File: src/sv/ehrd_pkg.sv
`timescale 1ns / 1ps
package ehrd_pkg;

  localparam int SAMPLE_W = 12;
  localparam int TIME_W   = 32;
  localparam int LEVEL_W  = 20;
  localparam int RATE_W   = 8;
  localparam int THR_W    = 12;
  localparam int REFR_W   = 16;
  localparam int GAIN_W   = 9;
  localparam int CFG_W    = 16;
  localparam int CFG_IDX_W = 2;
  localparam int DIVR_W   = 11;
  localparam int REM_W    = 16;
  localparam int CNT_W    = 3;

  localparam logic [CFG_IDX_W-1:0] REG_THRESHOLD  = 2'd0;
  localparam logic [CFG_IDX_W-1:0] REG_REFRACTORY = 2'd1;
  localparam logic [CFG_IDX_W-1:0] REG_GAIN       = 2'd2;
  localparam logic [CFG_IDX_W-1:0] REG_ENABLE     = 2'd3;

  localparam logic [THR_W-1:0]  THRESHOLD_RST  = 12'd2048;
  localparam logic [REFR_W-1:0] REFRACTORY_RST = 16'd250;
  localparam logic [GAIN_W-1:0] GAIN_RST       = 9'd26;
  localparam logic [GAIN_W-1:0] GAIN_ONE       = 9'd256;

  localparam logic [TIME_W-1:0] MIN_INTERVAL_MS = 32'd300;
  localparam logic [TIME_W-1:0] MAX_INTERVAL_MS = 32'd2000;
  localparam logic [REM_W-1:0]  MS_PER_MINUTE   = 16'd60000;
  localparam logic [RATE_W-1:0] MIN_BPM         = 8'd30;
  localparam logic [RATE_W-1:0] MAX_BPM         = 8'd200;
  localparam logic [CNT_W-1:0]  DIV_STEPS_LAST  = 3'd7;

  typedef struct packed {
    logic capture;
    logic mul;
    logic upd;
    logic div_step;
    logic out_load;
  } cmd_t;

  typedef struct packed {
    logic need_div;
    logic div_last;
  } sts_t;

endpackage

File: src/sv/ehrd_ctrl.sv
`timescale 1ns / 1ps
module ehrd_ctrl (
  input  logic          clk,
  input  logic          rst,
  input  logic          s_tvalid,
  output logic          s_tready,
  output logic          m_tvalid,
  input  logic          m_tready,
  output ehrd_pkg::cmd_t cmd,
  input  ehrd_pkg::sts_t sts
);
  import ehrd_pkg::*;

  localparam logic [2:0] ST_IDLE = 3'd0;
  localparam logic [2:0] ST_MUL  = 3'd1;
  localparam logic [2:0] ST_UPD  = 3'd2;
  localparam logic [2:0] ST_DIV  = 3'd3;
  localparam logic [2:0] ST_FIN  = 3'd4;

  logic [2:0] state;
  logic [2:0] state_next;
  logic       out_free;

  assign out_free = !m_tvalid || m_tready;
  assign s_tready = (state == ST_IDLE);

  always_comb begin
    state_next   = state;
    cmd          = '0;
    unique case (state)
      ST_IDLE: begin
        if (s_tvalid) begin
          cmd.capture = 1'b1;
          state_next  = ST_MUL;
        end
      end
      ST_MUL: begin
        cmd.mul    = 1'b1;
        state_next = ST_UPD;
      end
      ST_UPD: begin
        cmd.upd    = 1'b1;
        state_next = sts.need_div ? ST_DIV : ST_FIN;
      end
      ST_DIV: begin
        cmd.div_step = 1'b1;
        if (sts.div_last) begin
          state_next = ST_FIN;
        end
      end
      ST_FIN: begin
        if (out_free) begin
          cmd.out_load = 1'b1;
          state_next   = ST_IDLE;
        end
      end
      default: begin
        state_next = ST_IDLE;
      end
    endcase
  end

  always_ff @(posedge clk) begin
    if (rst) begin
      state    <= ST_IDLE;
      m_tvalid <= 1'b0;
    end else begin
      state <= state_next;
      if (cmd.out_load) begin
        m_tvalid <= 1'b1;
      end else if (m_tready) begin
        m_tvalid <= 1'b0;
      end
    end
  end

endmodule

File: src/sv/ehrd_dp.sv
`timescale 1ns / 1ps
module ehrd_dp (
  input  logic                              clk,
  input  logic                              rst,
  input  ehrd_pkg::cmd_t                    cmd,
  output ehrd_pkg::sts_t                    sts,
  input  logic [ehrd_pkg::SAMPLE_W-1:0]     in_sample,
  input  logic [ehrd_pkg::TIME_W-1:0]       in_time,
  input  logic                              cfg_we,
  input  logic [ehrd_pkg::CFG_IDX_W-1:0]    cfg_index,
  input  logic [ehrd_pkg::CFG_W-1:0]        cfg_data,
  output logic                              out_beat,
  output logic [ehrd_pkg::RATE_W-1:0]       out_rate,
  output logic [ehrd_pkg::SAMPLE_W-1:0]     out_level
);
  import ehrd_pkg::*;

  logic [THR_W-1:0]    threshold;
  logic [REFR_W-1:0]   refractory;
  logic [GAIN_W-1:0]   gain;
  logic                enable;

  logic [LEVEL_W-1:0]  level;
  logic                primed;
  logic [TIME_W-1:0]   last_beat;
  logic [TIME_W-1:0]   prev_beat;
  logic [RATE_W-1:0]   rate;

  logic [SAMPLE_W-1:0] sample_r;
  logic [TIME_W-1:0]   time_r;
  logic signed [30:0]  prod_r;
  logic                beat_r;
  logic [REM_W-1:0]    rem;
  logic [DIVR_W-1:0]   divisor;
  logic [CNT_W-1:0]    cnt;

  logic [GAIN_W-1:0]   gain_eff;
  logic signed [20:0]  diff;
  logic signed [30:0]  prod;
  logic signed [31:0]  acc;
  logic [LEVEL_W-1:0]  level_new;
  logic [TIME_W-1:0]   since_last;
  logic [TIME_W-1:0]   interval;
  logic                in_range;
  logic                beat_hit;
  logic [17:0]         trial;
  logic                fits;

  assign gain_eff = gain[GAIN_W-1] ? GAIN_ONE : gain;
  assign diff     = $signed({1'b0, sample_r, 8'b0}) - $signed({1'b0, level});
  assign prod     = $signed({1'b0, gain_eff}) * diff;
  assign acc      = $signed({4'b0, level, 8'b0}) + $signed({prod_r[30], prod_r})
                    + 32'sd128;
  assign level_new = primed ? acc[27:8] : {sample_r, 8'b0};

  assign since_last = time_r - last_beat;
  assign interval   = time_r - prev_beat;
  assign in_range   = (interval >= MIN_INTERVAL_MS) && (interval <= MAX_INTERVAL_MS);
  assign beat_hit   = (level_new > {threshold, 8'b0})
                      && (since_last > {16'b0, refractory});

  assign sts.need_div = enable && beat_hit && (prev_beat != '0) && in_range;
  assign sts.div_last = (cnt == '0);

  assign trial = {7'b0, divisor} << cnt;
  assign fits  = {2'b0, rem} >= trial;

  always_ff @(posedge clk) begin
    if (rst) begin
      threshold  <= THRESHOLD_RST;
      refractory <= REFRACTORY_RST;
      gain       <= GAIN_RST;
      enable     <= 1'b1;
      level      <= '0;
      primed     <= 1'b0;
      last_beat  <= '0;
      prev_beat  <= '0;
      rate       <= '0;
    end else begin
      if (cfg_we) begin
        unique case (cfg_index)
          REG_THRESHOLD:  threshold  <= cfg_data[THR_W-1:0];
          REG_REFRACTORY: refractory <= cfg_data[REFR_W-1:0];
          REG_GAIN:       gain       <= cfg_data[GAIN_W-1:0];
          REG_ENABLE:     enable     <= cfg_data[0];
          default:        ;
        endcase
      end
      if (cmd.upd && enable) begin
        level  <= level_new;
        primed <= 1'b1;
        if (beat_hit) begin
          last_beat <= time_r;
          prev_beat <= time_r;
          if (prev_beat != '0) begin
            rate <= '0;
          end
        end
      end
      if (cmd.div_step) begin
        rate <= {rate[RATE_W-2:0], fits};
      end
    end
  end

  always_ff @(posedge clk) begin
    if (cmd.capture) begin
      sample_r <= in_sample;
      time_r   <= in_time;
    end
    if (cmd.mul) begin
      prod_r <= prod;
    end
    if (cmd.upd) begin
      beat_r  <= enable && beat_hit;
      rem     <= MS_PER_MINUTE;
      divisor <= interval[DIVR_W-1:0];
      cnt     <= DIV_STEPS_LAST;
    end
    if (cmd.div_step) begin
      if (fits) begin
        rem <= rem - trial[REM_W-1:0];
      end
      cnt <= cnt - 1'b1;
    end
    if (cmd.out_load) begin
      out_beat  <= beat_r;
      out_rate  <= (enable && (rate >= MIN_BPM) && (rate <= MAX_BPM)) ? rate : '0;
      out_level <= level[LEVEL_W-1:8];
    end
  end

endmodule

File: src/sv/ecg_heartbeat_rate_detector.sv
`timescale 1ns / 1ps
// ECG heartbeat rate detector.
// Input stream s_*: one word per ECG sample with its millisecond timestamp.
// Output stream m_*: one word per input word with the beat flag, the current
// heart rate in bpm (0 when unknown) and the integer smoothed level.
// Configuration: cfg_we writes cfg_data into register cfg_index at the clock
// edge (0 threshold, 1 refractory ms, 2 smoothing gain, 3 enable); write only
// while no sample is in flight.
// Each sample is captured, multiplied and filtered, then loaded into the
// output register; when a beat triggers the rate update, the bit-serial
// 60000 / interval divider runs before the load, one quotient bit per cycle,
// for an 8-bit rate. A new sample is taken once the previous one has been
// handed to the output register.
// The output register holds a finished word while the receiver stalls; the
// next sample is accepted and processed meanwhile and waits at the end of its
// computation until the output register frees up.
// Synchronous reset restores the register defaults, clears the filter and
// the beat history and drops any word in flight.
module ecg_heartbeat_rate_detector (
  input  logic        clk,
  input  logic        rst,
  input  logic        s_tvalid,
  output logic        s_tready,
  input  logic [47:0] s_tdata,   // sample[11:0], time_ms[43:12], zero[47:44]
  output logic        m_tvalid,
  input  logic        m_tready,
  output logic [23:0] m_tdata,   // beat[0], heart_rate[8:1], smoothed_level[20:9], zero
  input  logic        cfg_we,
  input  logic [ehrd_pkg::CFG_IDX_W-1:0] cfg_index,
  input  logic [ehrd_pkg::CFG_W-1:0]     cfg_data
);
  import ehrd_pkg::*;

  cmd_t                cmd;
  sts_t                sts;
  logic                out_beat;
  logic [RATE_W-1:0]   out_rate;
  logic [SAMPLE_W-1:0] out_level;

  ehrd_ctrl u_ctrl (
    .clk      (clk),
    .rst      (rst),
    .s_tvalid (s_tvalid),
    .s_tready (s_tready),
    .m_tvalid (m_tvalid),
    .m_tready (m_tready),
    .cmd      (cmd),
    .sts      (sts)
  );

  ehrd_dp u_dp (
    .clk       (clk),
    .rst       (rst),
    .cmd       (cmd),
    .sts       (sts),
    .in_sample (s_tdata[11:0]),
    .in_time   (s_tdata[43:12]),
    .cfg_we    (cfg_we),
    .cfg_index (cfg_index),
    .cfg_data  (cfg_data),
    .out_beat  (out_beat),
    .out_rate  (out_rate),
    .out_level (out_level)
  );

  assign m_tdata = {3'b0, out_level, out_rate, out_beat};

endmodule

File: config.mk
export PLATFORM = sky130hd
export DESIGN_NAME = ecg_heartbeat_rate_detector
export DESIGN_NICKNAME = d
export VERILOG_FILES = /design/src/sv/ehrd_pkg.sv /design/src/sv/ehrd_ctrl.sv /design/src/sv/ehrd_dp.sv /design/src/sv/ecg_heartbeat_rate_detector.sv
export SDC_FILE = /design/constraint.sdc
export NUM_CORES = 1
export LEC_CHECK = 0
export ABC_AREA = 1
export CAP_MARGIN = 0
export CORE_MARGIN = 2
export CORE_UTILIZATION = 53
export CTS_CLUSTER_DIAMETER = 120
export DETAILED_ROUTE_END_ITERATION = 16
export DONT_BUFFER_PORTS = 1
export GPL_TIMING_DRIVEN = 0
export PLACE_DENSITY_LB_ADDON = 0.3
export RECOVER_POWER = 50
export SKIP_CTS_REPAIR_TIMING = 1
export SYNTH_ARGS = -nofsm -noshare
export SYNTH_HDL_FRONTEND = slang
export SYNTH_SLANG_ARGS = --single-unit
File: constraint.sdc
create_clock -name clk -period 7.9 [get_ports clk]
set_clock_uncertainty 0.1 [all_clocks]
set_input_delay 1.58 -clock clk [delete_from_list [all_inputs] [get_ports clk]]
set_output_delay 1.58 -clock clk [all_outputs]
set_load 0.005 [all_outputs]
==> results by group <==
Status
  • Status: complete, but fails checks
  • Violated checks: capacitance limit, slew limit

Floorplanning
  • Initial core utilization: a little over half
  • # IOs: 97
  • Die height: 200 um
  • Die area: 0.0399 mm2
  • Row count: ~70
  • Die W: 200 um
  • Area of the core: 0.0377 mm2

Synth
  • Yosys top cell by area: edfxtp_1
  • Post-Syn Instances: 2,722
  • EDFF count, synth: around 100
  • Top post-synthesis cells by count: nand2_1, inv_1, nor2_1
  • Most frequent cell after synthesis: nand2_1
  • Register area share after synthesis: 26.7%
  • Synth Flop Type: dfxtp_1
  • Synth top area share: between 10 and 15%
  • Synth unique cells: 59
  • YS warnings: 0
  • Avg Inst Size Synth: roughly 7.5 um2
  • Leading post-synthesis cells by cell area: edfxtp_1, fa_1, dfxtp_1
  • Syn Std Cell Area: 0.0203 mm2
  • Async SR Flop Fraction: 0%
  • Seq cells post-synth: 220

Timing
  • Final setup fails: 0
  • Slew HR: -28.1%
  • Setup_tns: 0 ns
  • Final min period: 7.46 ns
  • FMAX: 0.134 GHz
  • Final Hold Viols: 0
  • RSZ-0062 raised after global routing: false
  • Max-slew violations: 56
  • Actual slew at the worst max-slew pin: slightly below 2 ns
  • Tcrit/Tclk final: 94.4%

Global route
  • Initial antenna violation count: 2
  • Vias in the first global route: around 17k
  • First-pass GRT wire length: between 80,000 and 90,000 um
  • GRT met3 Usage: under 10%
  • Largest net degree at the start of global routing: 33
  • Routing usage on met2: 50.5%
  • Gr busiest metal: met2
  • GRT overflow: 0
  • Global Route met1 Usage: between 30% and 40%
  • Total global-route track usage: 28.8%

Place
  • Placer Congestion: 0.958
  • Post-DP HPWL: ~46,000 um
  • Placed Cells: about 3.2k
  • Port bufs: 0

Route
  • Via count: 17.8k
  • Vias/cell: ~5.4
  • DRC errors left: 0
  • ANT nets after route: 0
  • Starting DRT DRC Count: 1,181
  • Routed WL per cell: 17.0 um
  • Total wire length: 55,900 um
  • Drt pass-1 iters: 5

Setup path
  • Slowest-stage cell, CP: fa_1
  • Slowest cell delay on critical path: 0.58 ns
  • Worst EP arrival: 7.65 ns
  • Type of origin of the critical path: flip-flop
  • Required @ worst endpoint: 8.09 ns
  • WS Path Type: reg2reg
  • CP most frequent cell: nor2_1
  • Crit-path max FO: 8
  • Critical path capture point type: flip-flop

Finish
  • Share of cells above drive strength 1: about 5%
  • Area Growth Syn to Fin: 7.92%
  • Final std cells w/o fill: 3,288
  • Final net count: 3,141
  • Fill cells: 3,564

Clock network
  • Worst-path clk slew: 0.06 ns
  • Clock sinks: 220
  • CTS tree: yes
  • CTS H-tree depth: 1
  • CTS Buffer Depth: 3
  • TritonCTS Buffers: 26
  • Clk Latency, worst-skew pair: 0.55 ns
  • CTS Root Cell: clkbuf_16

Min path
  • Worst Hold Class: reg2reg

Flow run
  • Max_cap viols: 3
final timing paths:
path                                                  from                         to  slack, ns  cells after the start
worst max-delay path            u_dp.level[0]$_SDFFE_PP0P_  u_dp.prod_r[26]$_DFFE_PP_       0.44                     30
worst min-delay path                 u_dp.beat_r$_DFFE_PP_    u_dp.out_beat$_DFFE_PP_       0.32                      0
worst max register to register  u_dp.level[0]$_SDFFE_PP0P_  u_dp.prod_r[26]$_DFFE_PP_       0.44                     30
worst min register to register       u_dp.beat_r$_DFFE_PP_    u_dp.out_beat$_DFFE_PP_       0.32                      0
worst max-delay path: cells and delay by family (launching register included):
family / cells / cell delay (ns)
xor+xnor: 1 / 0.11
compound gates: 3 / 0.48
simple gates: 15 / 2.59
buf+inv: 4 / 0.32
fa+ha+maj: 7 / 3.20
flops: 1 / 0.39
state kept, by name (all words and copies together), names as in the netlist, 9 cells and up:
register         cells
u_dp.prod_r         21
u_dp.threshold      12
u_dp.last_beat      32
u_dp.refractory     16
u_dp.divisor        11
u_dp.gain            9
u_dp.out_level      12
u_dp.sample_r       12
u_dp.time_r         32
u_dp.level          20
u_dp.rem            16
layout make-up:
class                           count  area, um2  share of cell area, %
Tap cell                          511        639                   2.92
Timing Repair Buffer                4       18.8                 0.0856
Multi-Input combinational cell   1908      12600                   57.5
Clock buffer                       33        781                   3.56
Antenna cell                        1       2.50                 0.0114
Clock inverter                     15        158                  0.719
Inverter                          538       2020                   9.21
Buffer                             58        273                   1.24
Sequential cell                   220       5420                   24.7
placed cells by master, fill, tap and decap left out, drive strengths merged, types with 43 or more instances in the layout:
master	synthesis	final
nand2	627	627
inv	536	538
nor2	256	256
a21oi	204	204
ha	167	167
o21ai	164	164
fa	147	147
dfxtp	119	119
edfxtp	101	101
nand3	101	101
clkbuf	41	78
nand4	48	48
xor2	43	43
stage by stage:
stage,setup slack [ns],hold WS (ns),util (%),area (um2)
finish,0.440,0.324,58.2,21900
global route,0.0346,0.337,58.2,21900
CTS,0.236,0.325,58.3,22000
detailed placement,0.265,0.309,55.8,21000
global placement,0.328,0.305,55.6,21000
floorplan,1.38,0.300,-,20300
cells by family after synthesis:
group	synth area share (%)
simple gates	22.5
buf+inv	11.3
compound gates	11.8
fa+ha+maj	24.8
flops	26.7
xor+xnor	2.85
other cells	0.0185
mux	0.0493
per-layer routing:
metal,vias up,routed length [um]
met5,-,12
met4,2,2510
met3,138,2590
met2,512,27100
met1,8393,23700
li1,8736,-
Power is not shown: default switching activity piles up to over one toggle a cycle in this logic, so the estimate is an artifact.
